[src/hw/rtl/itp_pkg.sv]
package itp_pkg;

    // Sequencer states
    typedef enum logic [1:0] {
        ST_IDLE,
        ST_READ,
        ST_CHECK,
        ST_FINISH
    } state_t;

    // Class of the accepted input character
    typedef enum logic [2:0] {
        RQ_OPERAND,
        RQ_LPAREN,
        RQ_RPAREN,
        RQ_OPER,
        RQ_END
    } req_class_t;

    // Stacked operator codes
    localparam logic [2:0] CODE_PLUS   = 3'd0;
    localparam logic [2:0] CODE_MINUS  = 3'd1;
    localparam logic [2:0] CODE_MUL    = 3'd2;
    localparam logic [2:0] CODE_DIV    = 3'd3;
    localparam logic [2:0] CODE_MOD    = 3'd4;
    localparam logic [2:0] CODE_POW    = 3'd5;
    localparam logic [2:0] CODE_LPAREN = 3'd6;
    localparam logic [2:0] CODE_NONE   = 3'd7;

    // ASCII characters
    localparam logic [7:0] CHAR_PLUS   = 8'h2B;
    localparam logic [7:0] CHAR_MINUS  = 8'h2D;
    localparam logic [7:0] CHAR_MUL    = 8'h2A;
    localparam logic [7:0] CHAR_DIV    = 8'h2F;
    localparam logic [7:0] CHAR_MOD    = 8'h25;
    localparam logic [7:0] CHAR_POW    = 8'h5E;
    localparam logic [7:0] CHAR_LPAREN = 8'h28;
    localparam logic [7:0] CHAR_RPAREN = 8'h29;
    localparam logic [7:0] CHAR_NUL    = 8'h00;

    // Error codes
    localparam logic [1:0] ERR_NONE      = 2'd0;
    localparam logic [1:0] ERR_UNMATCHED = 2'd1;
    localparam logic [1:0] ERR_OVERFLOW  = 2'd2;

    // Operator character to code, CODE_NONE for anything else
    function automatic logic [2:0] op_code(input logic [7:0] ch);
        logic [2:0] code;
        case (ch)
            CHAR_PLUS:  code = CODE_PLUS;
            CHAR_MINUS: code = CODE_MINUS;
            CHAR_MUL:   code = CODE_MUL;
            CHAR_DIV:   code = CODE_DIV;
            CHAR_MOD:   code = CODE_MOD;
            CHAR_POW:   code = CODE_POW;
            default:    code = CODE_NONE;
        endcase
        return code;
    endfunction

    // Code back to its character
    function automatic logic [7:0] code_char(input logic [2:0] code);
        logic [7:0] ch;
        case (code)
            CODE_PLUS:   ch = CHAR_PLUS;
            CODE_MINUS:  ch = CHAR_MINUS;
            CODE_MUL:    ch = CHAR_MUL;
            CODE_DIV:    ch = CHAR_DIV;
            CODE_MOD:    ch = CHAR_MOD;
            CODE_POW:    ch = CHAR_POW;
            CODE_LPAREN: ch = CHAR_LPAREN;
            default:     ch = CHAR_NUL;
        endcase
        return ch;
    endfunction

    // Precedence: ( 0, + - 1, * / % 2, ^ 3
    function automatic logic [1:0] code_prec(input logic [2:0] code);
        logic [1:0] prec;
        case (code)
            CODE_PLUS, CODE_MINUS:         prec = 2'd1;
            CODE_MUL, CODE_DIV, CODE_MOD:  prec = 2'd2;
            CODE_POW:                      prec = 2'd3;
            default:                       prec = 2'd0;
        endcase
        return prec;
    endfunction

endpackage

[src/hw/rtl/infix_to_postfix_converter_unit.sv]
// Shunting-yard infix to postfix converter: one expression character per input
// transaction, postfix characters out, operators held in an on-chip stack of
// STACK_DEPTH entries (a memory with a registered read port; its contents are
// not cleared at reset, only the fill count is). The unit takes one item at a
// time. An operand or '(' goes straight to the closing step; an operator, ')'
// or end item first passes through a read state and a check state for each
// stack entry it pops and emits, and once more for a stack entry that ends the
// pops (a lower-precedence operator or the matching '('). Each entry is read
// from the stack memory and then compared against the incoming operator's
// precedence in a separate cycle. A stall on the m_ side holds a pop or the closing step.
// The final result of each item carries m_last_of_run; one result is held back
// internally so that flag and the unmatched-')' error can be placed on it.
module infix_to_postfix_converter_unit
    import itp_pkg::*;
#(
    parameter int STACK_DEPTH = 64
) (
    input  logic       aclk,
    input  logic       aresetn,
    input  logic       s_valid,
    output logic       s_ready,
    input  logic       s_kind,
    input  logic [7:0] s_in_char,
    output logic       m_valid,
    input  logic       m_ready,
    output logic [7:0] m_out_char,
    output logic [1:0] m_error_code,
    output logic       m_last_of_run
);

    localparam int CNT_W = $clog2(STACK_DEPTH + 1);
    localparam int IDX_W = $clog2(STACK_DEPTH);
    localparam logic [CNT_W-1:0] DEPTH_CNT = CNT_W'(STACK_DEPTH);

    // Stack memory
    logic [2:0] stack_mem [STACK_DEPTH];

    state_t          state_reg, state_next;
    req_class_t      class_reg, class_next;
    logic [2:0]      code_reg, code_next;
    logic [7:0]      char_reg, char_next;
    logic [CNT_W-1:0] count_reg, count_next;
    logic            matched_reg, matched_next;
    logic            pend_valid_reg, pend_valid_next;
    logic [7:0]      pend_char_reg, pend_char_next;
    logic [2:0]      rd_reg;

    logic            m_valid_reg, m_valid_next;
    logic [7:0]      m_out_char_reg, m_out_char_next;
    logic [1:0]      m_error_code_reg, m_error_code_next;
    logic            m_last_reg, m_last_next;

    logic            in_accept;
    logic            out_free;
    logic            out_load;
    logic [7:0]      out_char;
    logic [1:0]      out_err;
    logic            out_last;
    logic            push_en;
    logic [CNT_W-1:0] count_dec;
    req_class_t      in_class;

    logic            chk_stop;
    logic            chk_stall;
    logic            fin_push;
    logic            fin_full;
    logic            fin_emit;
    logic            fin_stall;
    logic [7:0]      fin_char;
    logic [1:0]      fin_err;

    assign in_accept = s_valid && s_ready;
    assign out_free  = !m_valid_reg || m_ready;
    assign count_dec = count_reg - CNT_W'(1);
    assign s_ready   = (state_reg == ST_IDLE);

    // Classify the incoming character
    always_comb begin
        if (s_kind) begin
            in_class = RQ_END;
        end else if (s_in_char == CHAR_LPAREN) begin
            in_class = RQ_LPAREN;
        end else if (s_in_char == CHAR_RPAREN) begin
            in_class = RQ_RPAREN;
        end else if (op_code(s_in_char) != CODE_NONE) begin
            in_class = RQ_OPER;
        end else begin
            in_class = RQ_OPERAND;
        end
    end

    // Top-of-stack decision
    always_comb begin
        case (class_reg)
            RQ_OPER:   chk_stop = (rd_reg == CODE_NONE) ||
                                  (code_prec(code_reg) > code_prec(rd_reg));
            RQ_RPAREN: chk_stop = (rd_reg == CODE_LPAREN);
            default:   chk_stop = 1'b0;
        endcase
    end
    assign chk_stall = !chk_stop && pend_valid_reg && !out_free;

    // Closing result of the item
    assign fin_push = (class_reg == RQ_LPAREN) || (class_reg == RQ_OPER);
    assign fin_full = (count_reg >= DEPTH_CNT);
    always_comb begin
        fin_emit = 1'b0;
        fin_char = CHAR_NUL;
        fin_err  = ERR_NONE;
        if (class_reg == RQ_OPERAND) begin
            fin_emit = 1'b1;
            fin_char = char_reg;
        end else if (fin_push && fin_full) begin
            fin_emit = 1'b1;
            fin_err  = ERR_OVERFLOW;
        end else if (class_reg == RQ_RPAREN && !matched_reg) begin
            fin_emit = 1'b1;
            fin_char = pend_valid_reg ? pend_char_reg : CHAR_NUL;
            fin_err  = ERR_UNMATCHED;
        end else if (pend_valid_reg) begin
            fin_emit = 1'b1;
            fin_char = pend_char_reg;
        end
    end
    assign fin_stall = fin_emit && !out_free;

    // Next state
    always_comb begin
        state_next = state_reg;
        case (state_reg)
            ST_IDLE: begin
                if (in_accept) begin
                    if (in_class == RQ_OPERAND || in_class == RQ_LPAREN) begin
                        state_next = ST_FINISH;
                    end else begin
                        state_next = ST_READ;
                    end
                end
            end
            ST_READ: begin
                state_next = (count_reg == '0) ? ST_FINISH : ST_CHECK;
            end
            ST_CHECK: begin
                if (chk_stop) begin
                    state_next = ST_FINISH;
                end else if (!chk_stall) begin
                    state_next = ST_READ;
                end
            end
            ST_FINISH: begin
                if (!fin_stall) begin
                    state_next = ST_IDLE;
                end
            end
            default: state_next = ST_IDLE;
        endcase
    end

    // Datapath and result control
    always_comb begin
        class_next      = class_reg;
        code_next       = code_reg;
        char_next       = char_reg;
        count_next      = count_reg;
        matched_next    = matched_reg;
        pend_valid_next = pend_valid_reg;
        pend_char_next  = pend_char_reg;
        out_load        = 1'b0;
        out_char        = pend_char_reg;
        out_err         = ERR_NONE;
        out_last        = 1'b0;
        push_en         = 1'b0;
        case (state_reg)
            ST_IDLE: begin
                if (in_accept) begin
                    class_next      = in_class;
                    code_next       = (in_class == RQ_LPAREN) ? CODE_LPAREN
                                                              : op_code(s_in_char);
                    char_next       = s_in_char;
                    matched_next    = 1'b0;
                    pend_valid_next = 1'b0;
                end
            end
            ST_CHECK: begin
                if (chk_stop) begin
                    // matching '(' is popped and discarded
                    if (class_reg == RQ_RPAREN) begin
                        count_next   = count_dec;
                        matched_next = 1'b1;
                    end
                end else if (!chk_stall) begin
                    // pop: earlier held result goes out, this one is held
                    count_next      = count_dec;
                    pend_valid_next = 1'b1;
                    pend_char_next  = code_char(rd_reg);
                    out_load        = pend_valid_reg;
                end
            end
            ST_FINISH: begin
                if (!fin_stall) begin
                    out_load        = fin_emit;
                    out_char        = fin_char;
                    out_err         = fin_err;
                    out_last        = 1'b1;
                    pend_valid_next = 1'b0;
                    if (fin_push && !fin_full) begin
                        push_en    = 1'b1;
                        count_next = count_reg + CNT_W'(1);
                    end
                end
            end
            default: begin
            end
        endcase
    end

    // Output register
    always_comb begin
        m_out_char_next   = m_out_char_reg;
        m_error_code_next = m_error_code_reg;
        m_last_next       = m_last_reg;
        if (out_load) begin
            m_valid_next      = 1'b1;
            m_out_char_next   = out_char;
            m_error_code_next = out_err;
            m_last_next       = out_last;
        end else begin
            m_valid_next = m_valid_reg && !m_ready;
        end
    end

    // Control registers
    always_ff @(posedge aclk) begin
        if (!aresetn) begin
            state_reg      <= ST_IDLE;
            count_reg      <= '0;
            pend_valid_reg <= 1'b0;
            m_valid_reg    <= 1'b0;
            matched_reg    <= 1'b0;
            class_reg      <= RQ_OPERAND;
        end else begin
            state_reg      <= state_next;
            count_reg      <= count_next;
            pend_valid_reg <= pend_valid_next;
            m_valid_reg    <= m_valid_next;
            matched_reg    <= matched_next;
            class_reg      <= class_next;
        end
    end

    // Payload registers
    always_ff @(posedge aclk) begin
        code_reg         <= code_next;
        char_reg         <= char_next;
        pend_char_reg    <= pend_char_next;
        m_out_char_reg   <= m_out_char_next;
        m_error_code_reg <= m_error_code_next;
        m_last_reg       <= m_last_next;
    end

    // Stack memory: write on push, registered read of the top entry
    always_ff @(posedge aclk) begin
        if (push_en) begin
            stack_mem[count_reg[IDX_W-1:0]] <= code_reg;
        end
    end

    always_ff @(posedge aclk) begin
        if (state_reg == ST_READ) begin
            rd_reg <= stack_mem[count_dec[IDX_W-1:0]];
        end
    end

    assign m_valid       = m_valid_reg;
    assign m_out_char    = m_out_char_reg;
    assign m_error_code  = m_error_code_reg;
    assign m_last_of_run = m_last_reg;

    // Never push onto a full stack
    a_push_not_full: assert property (@(posedge aclk) disable iff (!aresetn)
        push_en |-> (count_reg < DEPTH_CNT))
        else $error("push on full stack");

    // A stack entry is examined only when one exists
    a_check_nonempty: assert property (@(posedge aclk) disable iff (!aresetn)
        (state_reg == ST_CHECK) |-> (count_reg != '0))
        else $error("stack check with empty stack");

    // The output register is never overwritten while holding a result
    a_out_no_overwrite: assert property (@(posedge aclk) disable iff (!aresetn)
        out_load |-> out_free)
        else $error("result overwritten");

    // An accepted transaction blocks the input until it is done
    a_busy_after_accept: assert property (@(posedge aclk) disable iff (!aresetn)
        in_accept |=> !s_ready)
        else $error("input ready right after accept");

    // A held result never survives into a new item
    a_pend_cleared: assert property (@(posedge aclk) disable iff (!aresetn)
        in_accept |=> !pend_valid_reg)
        else $error("held result leaked into next item");

endmodule

[config.mk]
export PLATFORM = sky130hd
export DESIGN_NAME = infix_to_postfix_converter_unit
export DESIGN_NICKNAME = d
export VERILOG_FILES = /design/src/hw/rtl/itp_pkg.sv /design/src/hw/rtl/infix_to_postfix_converter_unit.sv
export SDC_FILE = /design/constraint.sdc
export NUM_CORES = 1
export LEC_CHECK = 0
export BUFFER_PORTS_ARGS = -buffer_cell sky130_fd_sc_hd__buf_4
export CORE_MARGIN = 5
export CORE_UTILIZATION = 39
export DETAILED_ROUTE_END_ITERATION = 7
export PLACE_DENSITY_LB_ADDON = 0.05
export SLEW_MARGIN = 10
export SYNTH_ARGS = -nofsm -noshare
export SYNTH_HDL_FRONTEND = slang
export SYNTH_SLANG_ARGS = --single-unit
[constraint.sdc]
create_clock -name aclk -period 3.4 [get_ports aclk]
set_clock_uncertainty 0.05 [all_clocks]
set_input_delay 0.51 -clock aclk [delete_from_list [all_inputs] [get_ports aclk]]
set_output_delay 0.51 -clock aclk [all_outputs]
set_load 0.01 [all_outputs]
Word level (Yosys, flattened, before mapping)
Memory sizes are Yosys's and may differ from the RTL's. A register that Yosys moved wholly into a read port is not among the register bits.
Cells that the tools add are included.
{ "word_totals": {"ff_bits": 45, "mem_bits_rw": 192, "out_inout_bits": 13, "elab_cells": 154, "mem_count": 1} }
{ "classes": {"addsub": 2, "order_cmp": 2, "eq_ne": 37, "muxes": 57, "bitwise": 3, "reduce_logical": 39} }
{ "mem_list": {"columns": ["name", "depth", "width", "read_ports", "rd_ports_with_merged_regs", "wr", "line", "text"], "rows": [
  ["stack_mem", 64, 3, 1, 1, 1, "infix_to_postfix_converter_unit.sv:36", "logic [2:0] stack_mem [STACK_DEPTH];"]
]} }
{ "op_table": {"columns": ["cell", "n"], "rows": [
  ["== test 8 x 6 -> 1 bit, second input constant", 7],
  ["case mux 7 bit (7 select lines)", 1],
  ["two-way mux 8 bit", 5],
  ["two-way mux 7 bit", 5],
  ["two-way mux 1 bit", 22],
  ["two-way mux 2 bit", 11],
  ["== test 3 x 2 -> 1 bit, second input constant", 6],
  ["== test 3 bit, second input constant", 6],
  ["case mux 3 bit (6 select lines)", 1],
  ["case mux 7 bit (2 select lines)", 1],
  ["== test 3 x 1 -> 1 bit, second input constant", 4],
  ["zero test 3 bit", 4],
  ["two-way mux 3 bit", 4],
  ["!= test 2 bit, second input constant", 6],
  ["case mux 2 bit (3 select lines)", 2],
  ["AND reduction 5 bit", 2],
  ["!= test 3 bit, second input constant", 3],
  ["OR reduction 3 bit", 3],
  ["== test 8 x 7 -> 1 bit, second input constant", 1],
  ["logical AND 1 bit", 8],
  ["case mux 2 bit (4 select lines)", 1],
  ["adder 7 x 1 -> 7 bit, second input constant", 1],
  ["greater-or-equal comparator 7 bit, second input constant", 1],
  ["zero test 7 bit", 1],
  ["other kinds (18)", 34]
]} }

Longest topological paths before layout
{ "logic_depth": {"ltp_word": 15, "depth_mapped": 12} }

Least setup slack after synthesis
OpenSTA, ideal clock, no wires.
{ "synth_timing": {"path_type": "register to register", "startpoint": "register code_reg[1]", "endpoint": "register m_error_code_reg[0] (netlist: m_error_code[0]), enable pin", "setup_ps": 380, "arrival_time_ps": 3028, "required_time_ps": 2970, "setup_slack_ps": -57, "stages_incl_launch_ff": 9, "synth_period_minus_slack_ps": 3457, "path_cell_list": "edfxtp_1 > inv_1 > ha_1 > ha_1 > nor2b_1 > o21ai_1 > a31oi_2 > o21ai_0 > nor2b_1"} }
{ "synth_between": {"elab_chain_len": 13, "elab_cells_between_ends": 19} }
{ "synth_rtl": {"columns": ["element", "line", "text"], "rows": [
  ["start: declaration", "infix_to_postfix_converter_unit.sv:40", "logic [2:0] code_reg, code_next;"],
  ["start signal: assignment", "infix_to_postfix_converter_unit.sv:253", "code_reg <= code_next;"],
  ["== test 3 x 2 -> 1 bit, or another cell as far along", "itp_pkg.sv:80", "case (code)"],
  ["OR reduction 3 bit / OR reduction 2 bit (equally long branches)", "itp_pkg.sv:80", null],
  ["case mux 2 bit (3 select lines) *", "itp_pkg.sv:80", null],
  ["two-way mux 2 bit *", "infix_to_postfix_converter_unit.sv:94", "case (class_reg)"],
  ["> comparator 2 bit *", "infix_to_postfix_converter_unit.sv:96", "(code_prec(code_reg) > code_prec(rd_reg));"],
  ["logical OR 1 bit *", "infix_to_postfix_converter_unit.sv:95", "RQ_OPER: chk_stop = (rd_reg == CODE_NONE) ||"],
  ["case mux 1 bit (2 select lines) *", "infix_to_postfix_converter_unit.sv:94", null],
  ["zero test 1 bit", "infix_to_postfix_converter_unit.sv:101", "assign chk_stall = !chk_stop && pend_valid_reg && !out_free;"],
  ["logical AND 1 bit (2 in a row)", "infix_to_postfix_converter_unit.sv:101", null],
  ["two-way mux 1 bit", "infix_to_postfix_converter_unit.sv:191", "end else if (!chk_stall) begin"],
  ["two-way mux 1 bit *", "infix_to_postfix_converter_unit.sv:185", "if (chk_stop) begin"],
  ["case mux 1 bit (2 select lines) *", "infix_to_postfix_converter_unit.sv:173", "case (state_reg)"],
  ["via out_load", "infix_to_postfix_converter_unit.sv:55", "logic out_load;"],
  ["end signal: assignment", "infix_to_postfix_converter_unit.sv:257", "m_error_code_reg <= m_error_code_next;"],
  ["end: declaration", "infix_to_postfix_converter_unit.sv:50", "logic [1:0] m_error_code_reg, m_error_code_next;"]
]} }
The timed path passes the listed nets; every way through them passes the cells marked *. The select of a mux whose other input is x is not followed.
A chain may end at the register's enable or synchronous reset.

Worst setup path in the final report
{ "layout_timing": {"startpoint": "register code_reg[2]", "endpoint": "register count_reg[4]"} }
{ "layout_between": {"elab_chain_len": 12, "elab_cells_between_ends": 21} }
{ "layout_rtl": {"columns": ["element", "line", "text"], "rows": [
  ["== test 3 x 2 -> 1 bit, or another cell as far along", "itp_pkg.sv:80", null],
  ["OR reduction 3 bit / OR reduction 2 bit (equally long branches)", "itp_pkg.sv:80", null],
  ["case mux 2 bit (3 select lines) *", "itp_pkg.sv:80", null],
  ["two-way mux 2 bit *", "infix_to_postfix_converter_unit.sv:94", null],
  ["> comparator 2 bit *", "infix_to_postfix_converter_unit.sv:96", null],
  ["logical OR 1 bit *", "infix_to_postfix_converter_unit.sv:95", null],
  ["case mux 1 bit (2 select lines) *", "infix_to_postfix_converter_unit.sv:94", null],
  ["zero test 1 bit", "infix_to_postfix_converter_unit.sv:101", null],
  ["logical AND 1 bit (2 in a row)", "infix_to_postfix_converter_unit.sv:101", null],
  ["!= test 3 bit (no line)", null, null],
  ["AND reduction 5 bit (no line)", null, null],
  ["end signal: assignment", "infix_to_postfix_converter_unit.sv:243", "count_reg <= count_next;"],
  ["end: declaration", "infix_to_postfix_converter_unit.sv:42", "logic [CNT_W-1:0] count_reg, count_next;"]
]} }
Every way passes the cells marked *; elsewhere a longest branch is shown, timed or not. The select of a mux whose other input is x is not followed.

==> impl_metrics.env <==
export IMPL_outcome="completed"
export IMPL_largest_register_ffs=192
export IMPL_arrival_ns=3.42
export IMPL_peakVddDrop_mv=0.396
export IMPL_cts_buffers=27
export IMPL_required_ns=3.79
export IMPL_internal_power_mw=5.45
export IMPL_die_h_um=172
export IMPL_worst_path_most_repeated_cell="ha_1"
export IMPL_slew_violations=0
export IMPL_clockBufferDepth=3
export IMPL_multi_input_area_mm2=0.00300
export IMPL_synth_top_area_share_pct=65.1
export IMPL_floorplan_initialDensity_pct=39.6
export IMPL_cp_end_kind="flip-flop"
export IMPL_slowest_delay_ns=0.62
export IMPL_pwr_density_cell_mw_per_mm2=648
export IMPL_yosys_area_top_type="edfxtp_1"
export IMPL_n_antenna_cell=0
export IMPL_hold_viol=0
export IMPL_place_gp_congestion=0.845
export IMPL_power_share_clock_pct=36.8
export IMPL_cp_cell_sequence="inv_1 > ha_1 > a31oi_1 > or2_2 > ha_1 > nand2_1 > o21ai_1 > a2111oi_0 > nand4b_1 > or4_1 > a21oi_1"
export IMPL_ys_seq_area_share_pct=68.1
export IMPL_synthTopCellsByCount="edfxtp_1, nand2_1, nor2_1"
export IMPL_post_cts_buffers=0
export IMPL_cts_resized=0
export IMPL_layout_area_seq_mm2=0.00700
export IMPL_ys_types=57
export IMPL_wl_mm=24.9
export IMPL_syn_avg_cell_area_um2=13.1
export IMPL_worstPathMaxFanout=14
export IMPL_die_w_um=172
export IMPL_cp_slowest_cell="or4_1"
export IMPL_synthCells=782
export IMPL_grtUsageTotal_pct=16.9
export IMPL_nNetsFinal=827
export IMPL_cts_max_level=1
export IMPL_reg2reg_slack_ns=0.37
export IMPL_p_leak_nw=3.76
export IMPL_p_comb_share_pct=18.6
export IMPL_crit_buf_inv=1
export IMPL_clk_pin_slew_ns=0.06
export IMPL_worstSetupPathType="flip-flop to flip-flop"
export IMPL_detail_route_antenna_nets=0
export IMPL_vias=6387
export IMPL_rows=59
export IMPL_first_pass_iters=5
export IMPL_drive_above_1_share_pct=13.6
export IMPL_async_flop_share_pct=0
export IMPL_root_buffer="clkbuf_16"
export IMPL_synth_enable_flop_cells=223
export IMPL_tritoncts="yes"
export IMPL_setup_tns_ns=0
export IMPL_grt_overflow=0
export IMPL_fillCellCount=2399
export IMPL_startpoint_type="flip-flop"
export IMPL_clkLatencyLatePin_ns=0.52
export IMPL_grt_pass1_wl_mm=38.1
export IMPL_timing_final_crit_share_pct=89.0
export IMPL_synth_area_leaders="edfxtp_1, nand2_1, mux4_2"
export IMPL_hold_buffers=0
export IMPL_hpwlAfterDp_mm=16.1
export IMPL_clock_sinks=238
export IMPL_drc_errors=0
export IMPL_synthFlopType="edfxtp_1"
export IMPL_path_delay_family="simple AND/OR/NAND/NOR gates"
export IMPL_antenna_found_initial=0
export IMPL_ios=26
export IMPL_rsz0062_at_grt="no"
export IMPL_max_freq_ghz=0.330
export IMPL_syn_nets=801
export IMPL_coreArea_mm2=0.0260
export IMPL_period_needed_ns=3.03
export IMPL_instances_no_fill=1160
export IMPL_setup_viol=0
export IMPL_yosys_warnings=0
export IMPL_drv_cap=0
export IMPL_die_area_mm2=0.0297
export IMPL_worst_slew_pin_slew_ns=0.983
export IMPL_p_sw_share_pct=27.7
export IMPL_netlist_area_mm2=0.0103
export IMPL_grt_pass1_vias=6559
export IMPL_dp_cells=1114
export IMPL_max_slew_margin_pct=34.2
export IMPL_seqPwrFrac_pct=44.6
export IMPL_grt_max_degree=65
export IMPL_numPortBuffers=25
export IMPL_synth_most_common_cell="edfxtp_1"
export IMPL_drtIter0Drc=419
export IMPL_ys_ff_latch=238
export IMPL_hp_class="input pin to flip-flop"
export IMPL_switchingPower_mw=2.09
export IMPL_wl_per_cell_um=21.5
export IMPL_avgViaCountPerCell=5.51
export IMPL_syn_to_final_growth_pct=13.2
==> cells by family (layout without fill, tap and decap cells) <==
family	Yosys count	count (layout)	synth area share, %
AO/OA/AOI/OAI	84	84	5.78
AND/OR/NAND/NOR	357	357	15.7
XOR/XNOR	8	8	0.937
buffers and inverters	59	102	2.90
adder cells (fa/ha/maj)	6	6	0.730
multiplexers	30	30	5.84
flip-flops	238	238	68.1
==> routing by layer <==
layer / up-vias / GRT usage [%] / share of wire [%]
met5: - / 0 / 0
met4: 0 / 4.78 / 2.4
met3: 41 / 2.31 / 5.1
met2: 166 / 28.2 / 49
met1: 3215 / 23.2 / 44
li1: 2965 / - / -
==> cells in the final DEF (no fill, tap or decap), drive strengths merged, types with 9 or more instances in the layout <==
cell type    n
a41oi       14
nor2        88
buf         39
inv         17
dfxtp       15
nand3       61
nand2      145
clkbuf      33
mux4        24
a21oi       15
edfxtp     223
nor2b        9
o21ai       18
==> per-stage QoR <==
stage,total power [mW],util [%],setup slack (ns),instance area (µm²),hold slack [ns]
after floorplan,4.42,-,0.0877,10300,0.420
after global placement,4.83,41.5,0.494,10800,0.436
after detailed placement,4.84,41.5,0.423,10800,0.458
after CTS,7.63,44.8,0.399,11600,0.112
after global routing,7.89,44.8,0.105,11600,0.110
final,7.54,44.8,0.373,11600,0.138
==> power by group through the flow <==
| stage | logic, mW | registers [mW] | clock network, mW |
|---|---|---|---|
| after global routing | 1.54 | 3.38 | 2.98 |
| final | 1.40 | 3.36 | 2.77 |
| after global placement | 1.40 | 3.42 | 0 |
| after CTS | 1.42 | 3.36 | 2.85 |
| after detailed placement | 1.42 | 3.43 | 0 |
| after floorplan | 1.06 | 3.36 | 0 |
==> path summary, 6_finish.rpt <==
check | from | end | cells past startpoint
worst max-delay path | code_reg[2] | count_reg[4] | 11
worst min-delay path | s_in_char[5] | char_reg[5] | 1
worst min register to register | char_reg[7] | m_out_char[7] | 1
worst max register to register | code_reg[2] | count_reg[4] | 11
==> final cells by class <==
type / count / area share [%]
well taps: 335 / 3.60
clock buffers: 33 / 6.00
flip-flops and latches: 238 / 60.1
clock inverters: 13 / 1.23
multi-input cells: 485 / 25.8
repair buffers: 39 / 2.73
inverters: 17 / 0.548
(Power assumes the default switching activity.)
